===== config.mk =====
export PLATFORM = sky130hd
export DESIGN_NAME = dht_bucket_table_update
export DESIGN_NICKNAME = d
export VERILOG_FILES = /design/src/rtl/core/dbtu_pkg.sv /design/src/rtl/core/dht_bucket_table_update.sv
export SDC_FILE = /design/constraint.sdc
export NUM_CORES = 1
export LEC_CHECK = 0
export BUFFER_PORTS_ARGS = -buffer_cell sky130_fd_sc_hd__buf_2
export CORE_UTILIZATION = 25
export DETAILED_ROUTE_END_ITERATION = 8
export HOLD_SLACK_MARGIN = 0.03
export SKIP_LAST_GASP = 1
export SYNTH_ARGS = -nofsm -noshare
export SYNTH_HDL_FRONTEND = slang
export SYNTH_SLANG_ARGS = --single-unit

===== constraint.sdc =====
create_clock -name clk -period 9.2 [get_ports clk]
set_clock_uncertainty 0.2 [all_clocks]
set_input_delay 1.84 -clock clk [delete_from_list [all_inputs] [get_ports clk]]
set_output_delay 1.84 -clock clk [all_outputs]
set_load 0.01 [all_outputs]

===== src/rtl/core/dbtu_pkg.sv =====
// Shared constants and types for the routing bucket table.
package dbtu_pkg;

  localparam int ENTRIES_PER_BUCKET = 10;
  localparam int BUCKET_COUNT       = 3;
  localparam int ID_BITS            = 16;

  localparam int DEPTH  = ENTRIES_PER_BUCKET * BUCKET_COUNT;
  localparam int ADDR_W = (DEPTH > 1) ? $clog2(DEPTH) : 1;
  localparam int IDX_W  = (ENTRIES_PER_BUCKET > 1) ? $clog2(ENTRIES_PER_BUCKET) : 1;
  localparam int BKT_W  = (BUCKET_COUNT > 1) ? $clog2(BUCKET_COUNT) : 1;

  // Result codes
  typedef enum logic [2:0] {
    STATUS_SELF      = 3'd0,
    STATUS_PRESENT   = 3'd1,
    STATUS_INSERTED  = 3'd2,
    STATUS_REPLACED  = 3'd3,
    STATUS_REJECTED  = 3'd4,
    STATUS_DELETED   = 3'd5,
    STATUS_NOT_FOUND = 3'd6
  } status_t;

  // Operation codes of the mode field
  localparam logic MODE_UPDATE = 1'b0;
  localparam logic MODE_DELETE = 1'b1;

endpackage


===== src/rtl/core/dht_bucket_table_update.sv =====
// Routing bucket table: node id memory, valid marks and the scan sequencer.
//
// Three buckets of ten 16-bit node ids sit in one synchronous memory (one read,
// one write port), with a valid mark per slot held in flip-flops. Each input
// word is handled on its own: the sequencer reads the slots one per cycle
// through the memory read port and compares them in the following cycle, then
// writes back once. An update to a valid bucket reads its ten slots, drains the
// last compare and writes back; a delete walks all thirty slots. An update
// naming the own id or a bucket outside the table skips the scan and goes
// straight to the result. A new word is taken only once the sequencer is back
// in idle. The result sits in an output register, so the next word is accepted
// while it waits; that word holds at write-back until the register is free.
// No clearing pass is needed after reset.
module dht_bucket_table_update (
  input  logic                          clk,
  input  logic                          rst_n,
  // configuration
  input  logic                          cfg_wr_en,
  input  logic [dbtu_pkg::ID_BITS-1:0]  cfg_wr_data,
  // input words
  input  logic                          in_valid,
  output logic                          in_stall,
  input  logic                          in_mode,
  input  logic [dbtu_pkg::ID_BITS-1:0]  in_node_id,
  input  logic [1:0]                    in_bucket_index,
  // result words
  output logic                          out_valid,
  input  logic                          out_stall,
  output dbtu_pkg::status_t             out_status,
  output logic [dbtu_pkg::ID_BITS-1:0]  out_evicted_id
);
  import dbtu_pkg::*;

  typedef enum logic [2:0] {
    ST_IDLE = 3'b001,
    ST_SCAN = 3'b010,
    ST_DONE = 3'b100
  } state_t;

  state_t state_r, state_nxt;

  logic [ID_BITS-1:0] own_id_r;
  logic [DEPTH-1:0]   valid_r;

  // id memory
  logic [ID_BITS-1:0] mem [DEPTH];
  logic [ID_BITS-1:0] rd_data_r;
  logic [ADDR_W-1:0]  rd_addr;
  logic               wr_en;
  logic [ADDR_W-1:0]  wr_addr;

  // current word
  logic               mode_r;
  logic [ID_BITS-1:0] node_r;
  logic               pre_r;
  status_t            pre_status_r;

  // scan counters and compare stage
  logic [IDX_W-1:0]   idx_r;
  logic [BKT_W-1:0]   bkt_r;
  logic               issue_done_r;
  logic               last_issue;
  logic               cmp_vld_r;
  logic               cmp_last_r;
  logic [ADDR_W-1:0]  cmp_addr_r;
  logic               cmp_hit;
  logic [ID_BITS-1:0] cmp_dist;

  // scan findings
  logic               found_r;
  logic [ADDR_W-1:0]  found_addr_r;
  logic               empty_found_r;
  logic [ADDR_W-1:0]  empty_addr_r;
  logic               vict_found_r;
  logic [ADDR_W-1:0]  vict_addr_r;
  logic [ID_BITS-1:0] vict_id_r;
  logic [ID_BITS-1:0] far_r;

  // output register
  logic               out_valid_r;
  status_t            out_status_r;
  logic [ID_BITS-1:0] out_evicted_id_r;

  logic               in_fire;
  logic               done_fire;

  assign in_stall       = (state_r != ST_IDLE);
  assign in_fire        = in_valid && !in_stall;
  assign done_fire      = (state_r == ST_DONE) && (!out_valid_r || !out_stall);
  assign out_valid      = out_valid_r;
  assign out_status     = out_status_r;
  assign out_evicted_id = out_evicted_id_r;

  // Slot address: bucket times bucket size plus slot index
  assign rd_addr = ADDR_W'(ADDR_W'(bkt_r) * ADDR_W'(ENTRIES_PER_BUCKET)) + ADDR_W'(idx_r);

  assign last_issue = (idx_r == IDX_W'(ENTRIES_PER_BUCKET - 1)) &&
                      ((mode_r == MODE_UPDATE) || (bkt_r == BKT_W'(BUCKET_COUNT - 1)));

  assign cmp_hit  = cmp_vld_r && valid_r[cmp_addr_r] && (rd_data_r == node_r);
  assign cmp_dist = rd_data_r ^ own_id_r;

  // Write back a new id on insert or replace
  always_comb begin
    wr_en   = 1'b0;
    wr_addr = empty_addr_r;
    if (done_fire && !pre_r && (mode_r == MODE_UPDATE) && !found_r) begin
      if (empty_found_r) begin
        wr_en = 1'b1;
      end else if (vict_found_r) begin
        wr_en   = 1'b1;
        wr_addr = vict_addr_r;
      end
    end
  end

  always_ff @(posedge clk) begin
    rd_data_r <= mem[rd_addr];
    if (wr_en) begin
      mem[wr_addr] <= node_r;
    end
  end

  // Sequence: accept, scan, write back
  always_comb begin
    state_nxt = state_r;
    unique case (state_r)
      ST_IDLE: begin
        if (in_fire) begin
          if ((in_mode == MODE_UPDATE) &&
              ((in_node_id == own_id_r) || (int'(in_bucket_index) >= BUCKET_COUNT))) begin
            state_nxt = ST_DONE;
          end else begin
            state_nxt = ST_SCAN;
          end
        end
      end
      ST_SCAN: begin
        if (cmp_vld_r && cmp_last_r) begin
          state_nxt = ST_DONE;
        end
      end
      ST_DONE: begin
        if (done_fire) begin
          state_nxt = ST_IDLE;
        end
      end
      default: state_nxt = ST_IDLE;
    endcase
  end

  always_ff @(posedge clk) begin
    if (!rst_n) begin
      state_r      <= ST_IDLE;
      own_id_r     <= '0;
      valid_r      <= '0;
      issue_done_r <= 1'b0;
      cmp_vld_r    <= 1'b0;
      out_valid_r  <= 1'b0;
    end else begin
      state_r <= state_nxt;

      // take configuration
      if (cfg_wr_en) begin
        own_id_r <= cfg_wr_data;
      end

      // load a new word and clear findings
      if (in_fire) begin
        mode_r        <= in_mode;
        node_r        <= in_node_id;
        bkt_r         <= (in_mode == MODE_UPDATE) ? BKT_W'(in_bucket_index) : '0;
        idx_r         <= '0;
        issue_done_r  <= 1'b0;
        found_r       <= 1'b0;
        empty_found_r <= 1'b0;
        vict_found_r  <= 1'b0;
        far_r         <= in_node_id ^ own_id_r;
        if ((in_mode == MODE_UPDATE) && (in_node_id == own_id_r)) begin
          pre_r        <= 1'b1;
          pre_status_r <= STATUS_SELF;
        end else if ((in_mode == MODE_UPDATE) && (int'(in_bucket_index) >= BUCKET_COUNT)) begin
          pre_r        <= 1'b1;
          pre_status_r <= STATUS_REJECTED;
        end else begin
          pre_r        <= 1'b0;
          pre_status_r <= STATUS_REJECTED;
        end
      end

      // advance read issue
      cmp_vld_r <= (state_r == ST_SCAN) && !issue_done_r;
      if ((state_r == ST_SCAN) && !issue_done_r) begin
        cmp_addr_r <= rd_addr;
        cmp_last_r <= last_issue;
        if (last_issue) begin
          issue_done_r <= 1'b1;
        end else if ((mode_r == MODE_DELETE) && (bkt_r != BKT_W'(BUCKET_COUNT - 1))) begin
          bkt_r <= bkt_r + 1'b1;
        end else begin
          bkt_r <= (mode_r == MODE_DELETE) ? '0 : bkt_r;
          idx_r <= idx_r + 1'b1;
        end
      end

      // compare the slot just read
      if (cmp_vld_r) begin
        if (cmp_hit && !found_r) begin
          found_r      <= 1'b1;
          found_addr_r <= cmp_addr_r;
        end
        if (!valid_r[cmp_addr_r] && !empty_found_r) begin
          empty_found_r <= 1'b1;
          empty_addr_r  <= cmp_addr_r;
        end
        if (cmp_dist > far_r) begin
          far_r        <= cmp_dist;
          vict_found_r <= 1'b1;
          vict_addr_r  <= cmp_addr_r;
          vict_id_r    <= rd_data_r;
        end
      end

      // write back and hand the result over, else drop a taken result
      if (done_fire) begin
        out_valid_r <= 1'b1;
        if (pre_r) begin
          out_status_r     <= pre_status_r;
          out_evicted_id_r <= '0;
        end else if (mode_r == MODE_DELETE) begin
          out_evicted_id_r <= '0;
          if (found_r) begin
            valid_r[found_addr_r] <= 1'b0;
            out_status_r          <= STATUS_DELETED;
          end else begin
            out_status_r <= STATUS_NOT_FOUND;
          end
        end else if (found_r) begin
          out_status_r     <= STATUS_PRESENT;
          out_evicted_id_r <= '0;
        end else if (empty_found_r) begin
          valid_r[empty_addr_r] <= 1'b1;
          out_status_r          <= STATUS_INSERTED;
          out_evicted_id_r      <= '0;
        end else if (vict_found_r) begin
          out_status_r     <= STATUS_REPLACED;
          out_evicted_id_r <= vict_id_r;
        end else begin
          out_status_r     <= STATUS_REJECTED;
          out_evicted_id_r <= '0;
        end
      end else if (out_valid_r && !out_stall) begin
        out_valid_r <= 1'b0;
      end
    end
  end

endmodule

==> flow_results.xml, run 1 <==
<?xml version="1.0" encoding="UTF-8"?>
<metrics>
  <group name="outcome">
    <metric name="run_status" unit="">finished, final reports clean</metric>
  </group>
  <group name="global_route">
    <metric name="globalRouteOverflowTotal" unit="">0</metric>
    <metric name="grt.met1_usage" unit="">0.1708</metric>
    <metric name="grt_pass1_vias" unit="">13600</metric>
    <metric name="grt_busiest_layer" unit="">met2</metric>
    <metric name="grt_start_max_net_pins" unit="">98</metric>
    <metric name="grt_met2_usage" unit="">0.1926</metric>
    <metric name="met3_usage" unit="">0.02171</metric>
    <metric name="grt_antenna_before_repair" unit="">1</metric>
    <metric name="global_route.usage.total" unit="">0.1214</metric>
    <metric name="grt_first_pass_wirelength" unit="um">94590</metric>
  </group>
  <group name="sta">
    <metric name="worst_slew_pin_slew" unit="ns">1.168</metric>
    <metric name="grt_setup_unrepaired" unit="">false</metric>
    <metric name="final.period_utilization" unit="">0.5642</metric>
    <metric name="fin_worst_hold_slack" unit="ns">0.2886</metric>
    <metric name="number_of_hold_slack_violations_in_the_final_timing_report" unit="">0</metric>
    <metric name="final_max_slew_viol_count" unit="">0</metric>
    <metric name="worst_relative_slew_slack" unit="">0.2205</metric>
    <metric name="setup-violations-final" unit="">0</metric>
    <metric name="final_layout_setup_total_negative_slack" unit="ns">0</metric>
    <metric name="timing.final.crit_period" unit="ns">5.191</metric>
    <metric name="fmaxAchievable" unit="GHz">0.1926</metric>
    <metric name="setup_slack" unit="ns">4.009</metric>
  </group>
  <group name="setup_path">
    <metric name="cp.buffers_inverters" unit="">0</metric>
    <metric name="timing.critical_path.to_type" unit="">register</metric>
    <metric name="slowest_stage" unit="">sky130_fd_sc_hd__nor2_2</metric>
    <metric name="critical_path_peak_fanout" unit="">22</metric>
    <metric name="timing.reg2reg.worst_path_depth" unit="">5</metric>
    <metric name="critPathMaxStageDelay" unit="ns">1.10</metric>
    <metric name="cp_data_arrival_time" unit="ns">5.21</metric>
    <metric name="criticalPathCategory" unit="">reg -&gt; reg</metric>
    <metric name="crit_required" unit="ns">9.22</metric>
    <metric name="cpLargestDelayFamily" unit="">simple AND/OR/NAND/NOR gates</metric>
    <metric name="worstPathCellList" unit="">nor3_2 &gt; nand4_1 &gt; mux2i_1 &gt; nand4_1 &gt; nor2_2</metric>
    <metric name="crit_start_category" unit="">register</metric>
    <metric name="top_cell_by_count_worst_path" unit="">sky130_fd_sc_hd__nand4_1</metric>
    <metric name="cp.depth" unit="">5</metric>
  </group>
  <group name="finish">
    <metric name="multi_input_comb_area" unit="um2">7039</metric>
    <metric name="stdcell_area" unit="um2">30270</metric>
    <metric name="final.fill_count" unit="">10009</metric>
    <metric name="most_used_cells_in_the_layout_excluding_fill_and_tap_cells" unit="">sky130_fd_sc_hd__edfxtp_1 (580), sky130_fd_sc_hd__mux4_2 (152), sky130_fd_sc_hd__clkbuf_16 (69), sky130_fd_sc_hd__dfxtp_1 (68), sky130_fd_sc_hd__nor2_1 (67)</metric>
    <metric name="finish.cell_count_without_fillers" unit="">2912</metric>
    <metric name="layout-area-overhead-vs-synth" unit="%">15.95</metric>
    <metric name="area.sequential" unit="um2">18780</metric>
    <metric name="final_core_utilization" unit="">0.2925</metric>
    <metric name="layout-drive-gt1-share" unit="">0.2822</metric>
    <metric name="layout_commonest_cell" unit="">sky130_fd_sc_hd__edfxtp_1</metric>
    <metric name="fin_nets" unit="">1546</metric>
  </group>
  <group name="synth">
    <metric name="async_flop_share" unit="">0</metric>
    <metric name="synth_edf_count" unit="">580</metric>
    <metric name="synth.yosys.warnings" unit="">0</metric>
    <metric name="synthDistinctLibCells" unit="">57</metric>
    <metric name="syn_area" unit="um2">26110</metric>
    <metric name="ys_seq_elements" unit="">648</metric>
    <metric name="yosys_most_used_dff" unit="">sky130_fd_sc_hd__edfxtp_1</metric>
    <metric name="instance_count_of_the_mapped_netlist" unit="">1390</metric>
    <metric name="postSynthNetCount" unit="">1453</metric>
    <metric name="synthesis.area_per_instance" unit="um2">18.78</metric>
    <metric name="synth_sequential_area_ratio" unit="">0.7192</metric>
  </group>
  <group name="clock_network">
    <metric name="cts.root.buffer_cell" unit="">sky130_fd_sc_hd__clkbuf_16</metric>
    <metric name="clk_lat_worst_skew" unit="ns">0.60</metric>
    <metric name="clk_transition_reported_paths" unit="ns">0.06</metric>
    <metric name="number_of_clock_buffers_inserted_by_tritoncts" unit="">66</metric>
    <metric name="postCtsResizedCells" unit="">0</metric>
    <metric name="cts-hold-fix-buffers" unit="">0</metric>
    <metric name="cts_tree" unit="">yes</metric>
    <metric name="ctsHtreeMaxLevel" unit="">3</metric>
    <metric name="post-cts-setup-buffers" unit="">0</metric>
    <metric name="cts_max_path_buffers" unit="">3</metric>
    <metric name="clkSinkCount" unit="">648</metric>
  </group>
  <group name="place">
    <metric name="dpl.hpwl" unit="um">41630</metric>
    <metric name="dp_worst_setup_slack" unit="ns">3.753</metric>
    <metric name="numPlacedInstances" unit="">2795</metric>
    <metric name="gp_routability_congestion" unit="">0.8315</metric>
    <metric name="placement.cell_area" unit="um2">28150</metric>
    <metric name="placement.io_buffers" unit="">60</metric>
  </group>
  <group name="hold_path">
    <metric name="hold-path-cell-count" unit="">2</metric>
    <metric name="min_path_type" unit="">reg -&gt; reg</metric>
  </group>
  <group name="drt">
    <metric name="route.vias.total" unit="">13214</metric>
    <metric name="route.detailed.drc" unit="">0</metric>
    <metric name="antenna_violating_nets_left" unit="">0</metric>
    <metric name="route.final.wire_length" unit="um">64620</metric>
    <metric name="drt_pass1_iterations" unit="">6</metric>
    <metric name="post_drt_via_cell_ratio" unit="">4.538</metric>
    <metric name="drt-initial-drc-count" unit="">1297</metric>
    <metric name="detail_route.wl_per_cell" unit="um">22.19</metric>
  </group>
  <group name="pwr">
    <metric name="cellLeakagePower" unit="nW">9.707</metric>
    <metric name="post-layout-total-power" unit="mW">7.949</metric>
    <metric name="ir_drop_worst_vdd" unit="mV">0.1291</metric>
    <metric name="share_seq_of_total_power" unit="">0.448</metric>
    <metric name="switching_power" unit="mW">2.222</metric>
    <metric name="power.density_cell_area" unit="nW/um2">262.6</metric>
    <metric name="pwr-share-clk" unit="">0.333</metric>
    <metric name="combinational_power_share" unit="">0.219</metric>
    <metric name="power.share.switching" unit="">0.2795</metric>
    <metric name="cellInternalPower" unit="mW">5.727</metric>
  </group>
  <group name="floorplanning">
    <metric name="core.rowCount" unit="">118</metric>
    <metric name="pin_count" unit="">61</metric>
    <metric name="core_area" unit="um2">103500</metric>
    <metric name="floorplan.initialDensity" unit="">0.2523</metric>
    <metric name="die_width" unit="um">325.2</metric>
    <metric name="floorplan.die.height" unit="um">325.2</metric>
    <metric name="die-area" unit="um2">105700</metric>
  </group>
  <group name="run">
    <metric name="maxCapViolCount" unit="">0</metric>
  </group>
</metrics>
==> metal layers <==
layer,wire length (um),vias to the layer above
met2,30620,433
met1,28840,6913
li1,-,5774
met5,0,-
met4,1546,0
met3,3610,94
==> cells in the mapped netlist (all sizes together) (7+ instances only) <==
cell type,count,area (um2)
mux2,50,589.3
mux2i,26,260.3
buf,27,198.9
nor2b,14,87.58
nand4,12,75.07
xor2,29,254.0
nand3,10,55.05
and3,21,131.4
mux4,152,3423
ha,22,275.3
nor2,98,367.9
o21ai,32,160.2
xnor2,21,183.9
inv,25,93.84
dfxtp,68,1361
edfxtp,580,17420
nor3,12,60.06
nand2,51,191.4
a21oi,25,125.1
o221a,13,146.4
a31oi,7,43.79
clkbuf,34,127.6
==> worst paths after layout <==
kind | start | to | slack [ns]
min | valid_r[24] | valid_r[24] | 0.29
max reg2reg | mode_r | mem[8][0] | 4.01
max | mode_r | mem[8][0] | 4.01
min reg2reg | valid_r[24] | valid_r[24] | 0.29
==> sequential cells by signal, indices dropped and copies added (netlist names), 2 cells and up <==
signal,cells
out_status,3
state_r,3
vict_addr_r,5
cmp_addr_r,5
out_evicted_id,16
found_addr_r,5
far_r,16
bkt_r,2
own_id_r,16
mem,480
node_r,16
vict_id_r,16
empty_addr_r,5
idx_r,4
valid_r,30
rd_data_r,16
==> layout make-up <==
cell class	count	area share
Tap cell	1380	0.05704
Multi-Input combinational cell	656	0.2325
Antenna cell	1	0.00008266
Clock inverter	34	0.01153
Inverter	25	0.003100
Timing Repair Buffer	86	0.01678
Clock buffer	82	0.05865
Sequential cell	648	0.6203
==> power groups by stage <==
stage / Clock [mW] / Sequential, mW / Combinational [mW]
global route: 2.80 / 3.57 / 1.84
floorplan: 0 / 3.60 / 1.12
global placement: 0 / 3.62 / 1.73
detailed placement: 0 / 3.63 / 1.75
finish: 2.65 / 3.56 / 1.74
CTS: 2.69 / 3.56 / 1.76
==> logic make-up after synthesis <==
family	count (synthesis)	synth area share
compound gates	104	0.02655
xor+xnor	50	0.01677
fa+ha+maj	23	0.01131
buf+inv	86	0.01610
flops	648	0.7192
mux	228	0.1637
simple gates	251	0.04639
==> worst reg2reg max path: cells and delay by family (launching register included) <==
family	cells	cell delay, ns
multiplexers	1	0.46
flip-flops	1	0.67
AND/OR/NAND/NOR	4	3.49
Power figures use the tool's default switching activity.
==> inputs of run 2 (changes only) <==
==> constraint.sdc (replaced) <==
create_clock -name clk -period 4.4 [get_ports clk]
set_clock_uncertainty 0.2 [all_clocks]
set_input_delay 0.88 -clock clk [delete_from_list [all_inputs] [get_ports clk]]
set_output_delay 0.88 -clock clk [all_outputs]
set_load 0.01 [all_outputs]
==> flow_results.xml, run 2 (same netlist as run 1, synthesis figures left out) <==
<?xml version="1.0" encoding="UTF-8"?>
<metrics>
  <group name="drt">
    <metric name="route.vias.total" unit="">13321</metric>
    <metric name="antenna_violating_nets_left" unit="">0</metric>
    <metric name="route.final.wire_length" unit="um">61400</metric>
    <metric name="drt-initial-drc-count" unit="">1265</metric>
    <metric name="post_drt_via_cell_ratio" unit="">4.497</metric>
    <metric name="detail_route.wl_per_cell" unit="um">20.73</metric>
    <metric name="drt_pass1_iterations" unit="">7</metric>
    <metric name="route.detailed.drc" unit="">0</metric>
  </group>
  <group name="setup_path">
    <metric name="crit_required" unit="ns">4.46</metric>
    <metric name="worstPathCellList" unit="">buf_4 &gt; nor3_2 &gt; nand4_1 &gt; mux2i_1 &gt; nand4_1 &gt; nor2_2 &gt; buf_4</metric>
    <metric name="crit_start_category" unit="">register</metric>
    <metric name="timing.critical_path.to_type" unit="">register</metric>
    <metric name="critPathMaxStageDelay" unit="ns">0.60</metric>
    <metric name="critical_path_peak_fanout" unit="">20</metric>
    <metric name="cp_data_arrival_time" unit="ns">3.53</metric>
    <metric name="slowest_stage" unit="">sky130_fd_sc_hd__nand4_1</metric>
    <metric name="criticalPathCategory" unit="">reg -&gt; reg</metric>
  </group>
  <group name="finish">
    <metric name="final_core_utilization" unit="">0.2973</metric>
    <metric name="registers.top_by_ff_count" unit="">mem</metric>
    <metric name="final.fill_count" unit="">10038</metric>
    <metric name="antenna_cells_inserted" unit="">0</metric>
    <metric name="layout_top_registers" unit="">mem x480, valid_r x30</metric>
    <metric name="most_used_cells_in_the_layout_excluding_fill_and_tap_cells" unit="">sky130_fd_sc_hd__edfxtp_1 (580), sky130_fd_sc_hd__mux4_2 (152), sky130_fd_sc_hd__clkbuf_16 (72), sky130_fd_sc_hd__dfxtp_1 (68), sky130_fd_sc_hd__nor2_1 (67)</metric>
    <metric name="layout-area-overhead-vs-synth" unit="%">17.84</metric>
    <metric name="finish.cell_count_without_fillers" unit="">2962</metric>
    <metric name="max_reg_flops" unit="">480</metric>
    <metric name="fin_nets" unit="">1592</metric>
    <metric name="layout-drive-gt1-share" unit="">0.3059</metric>
    <metric name="layout_commonest_cell" unit="">sky130_fd_sc_hd__edfxtp_1</metric>
  </group>
  <group name="sta">
    <metric name="final_max_slew_viol_count" unit="">0</metric>
    <metric name="number_of_hold_slack_violations_in_the_final_timing_report" unit="">0</metric>
    <metric name="grt_setup_unrepaired" unit="">false</metric>
    <metric name="setup-violations-final" unit="">0</metric>
    <metric name="final.period_utilization" unit="">0.7881</metric>
    <metric name="timing.final.crit_period" unit="ns">3.468</metric>
    <metric name="final_layout_setup_total_negative_slack" unit="ns">0</metric>
    <metric name="worst_slew_pin_slew" unit="ns">1.097</metric>
    <metric name="worst_relative_slew_slack" unit="">0.2667</metric>
    <metric name="fmaxAchievable" unit="GHz">0.2884</metric>
    <metric name="setup_slack" unit="ns">0.9323</metric>
  </group>
  <group name="place">
    <metric name="gp_routability_congestion" unit="">0.8343</metric>
    <metric name="numPlacedInstances" unit="">2838</metric>
    <metric name="placement.io_buffers" unit="">60</metric>
    <metric name="dp_worst_setup_slack" unit="ns">0.6692</metric>
    <metric name="dpl.hpwl" unit="um">39640</metric>
  </group>
  <group name="pwr">
    <metric name="cellInternalPower" unit="mW">12.13</metric>
    <metric name="power.density_cell_area" unit="nW/um2">542.7</metric>
    <metric name="switching_power" unit="mW">4.565</metric>
    <metric name="combinational_power_share" unit="">0.218</metric>
    <metric name="ir_drop_worst_vdd" unit="mV">0.3406</metric>
    <metric name="power.share.switching" unit="">0.2734</metric>
    <metric name="post-layout-total-power" unit="mW">16.70</metric>
    <metric name="cellLeakagePower" unit="nW">9.995</metric>
    <metric name="pwr-share-clk" unit="">0.340</metric>
    <metric name="share_seq_of_total_power" unit="">0.443</metric>
  </group>
  <group name="run">
    <metric name="maxCapViolCount" unit="">0</metric>
  </group>
  <group name="clock_network">
    <metric name="cts_tree" unit="">yes</metric>
    <metric name="post-cts-setup-buffers" unit="">0</metric>
    <metric name="clk_lat_worst_skew" unit="ns">0.60</metric>
    <metric name="ctsHtreeMaxLevel" unit="">3</metric>
    <metric name="postCtsResizedCells" unit="">0</metric>
    <metric name="cts_max_path_buffers" unit="">3</metric>
    <metric name="cts.root.buffer_cell" unit="">sky130_fd_sc_hd__clkbuf_16</metric>
    <metric name="number_of_clock_buffers_inserted_by_tritoncts" unit="">69</metric>
    <metric name="clk_transition_reported_paths" unit="ns">0.06</metric>
    <metric name="clkSinkCount" unit="">648</metric>
    <metric name="cts-hold-fix-buffers" unit="">0</metric>
  </group>
  <group name="global_route">
    <metric name="grt_antenna_before_repair" unit="">1</metric>
    <metric name="grt_pass1_vias" unit="">13799</metric>
    <metric name="grt_start_max_net_pins" unit="">63</metric>
    <metric name="global_route.usage.total" unit="">0.1155</metric>
    <metric name="grt_first_pass_wirelength" unit="um">91420</metric>
    <metric name="globalRouteOverflowTotal" unit="">0</metric>
  </group>
  <group name="outcome">
    <metric name="run_status" unit="">finished, final reports clean</metric>
  </group>
  <group name="hold_path">
    <metric name="min_path_type" unit="">in -&gt; reg</metric>
  </group>
  <group name="floorplanning">
    <metric name="die-area" unit="um2">105700</metric>
    <metric name="pin_count" unit="">61</metric>
    <metric name="core.rowCount" unit="">118</metric>
    <metric name="die_width" unit="um">325.2</metric>
    <metric name="floorplan.initialDensity" unit="">0.2523</metric>
    <metric name="core_area" unit="um2">103500</metric>
    <metric name="floorplan.die.height" unit="um">325.2</metric>
  </group>
</metrics>
==> run 2: cell count changes in the layout (fill, tap and decap cells not counted), sizes merged <==
cell,change
diode,-1
clkbuf,+4
bufinv,-1
buf,+43
clkinvlp,+4
inv,+1
==> run 2: final timing paths <==
| kind | endpoint | depth (start not counted) | start | slack (ns) |
|---|---|---|---|---|
| hold / removal | node_r[4] | 1 | in_node_id[4] | 0.27 |
| setup / recovery | mem[28][3] | 7 | mode_r | 0.93 |
| setup reg to reg | mem[28][3] | 7 | mode_r | 0.93 |
| hold reg to reg | valid_r[28] | 2 | valid_r[28] | 0.29 |
==> run 2: layout make-up <==
cell class | instances | area, um2 | share of cell area
clock buffer | 86 | 1864 | 0.06060
clock inverter | 38 | 357.8 | 0.01163
inverter | 25 | 93.84 | 0.003050
multi-input combinational | 656 | 7039 | 0.2288
sequential | 648 | 18780 | 0.6104
tap | 1380 | 1727 | 0.05612
timing repair buffer | 129 | 905.9 | 0.02944
==> run 2: critical path: cells and delay by family (launching register included) <==
kind / cells / cell delay, ns
flip-flops: 1 / 0.35
AND/OR/NAND/NOR: 4 / 1.60
multiplexers: 1 / 0.43
buffers and inverters: 2 / 0.52
==> run 2: per-layer routing <==
metal	wire length, um	global-route usage
met4	1447	0.03333
met5	0	0
met1	26540	0.1547
met2	30060	0.1903
met3	3344	0.02134
==> run 2: through the flow <==
stage               hold WS, ns  cell area [um2]
finish                   0.2748            30770
global route             0.2608            30770
CTS                      0.2433            30770
detailed placement       0.2786            28540
global placement         0.2525            28540
floorplan                0.2408            26110
==> run 2: power groups by stage <==
stage	Clock, mW	Combinational [mW]	Sequential (mW)
after floorplan	0	2.34	7.53
after global placement	0	3.64	7.51
after detailed placement	0	3.69	7.52
after CTS	5.81	3.70	7.39
after global routing	6.02	3.89	7.41
final	5.67	3.63	7.39
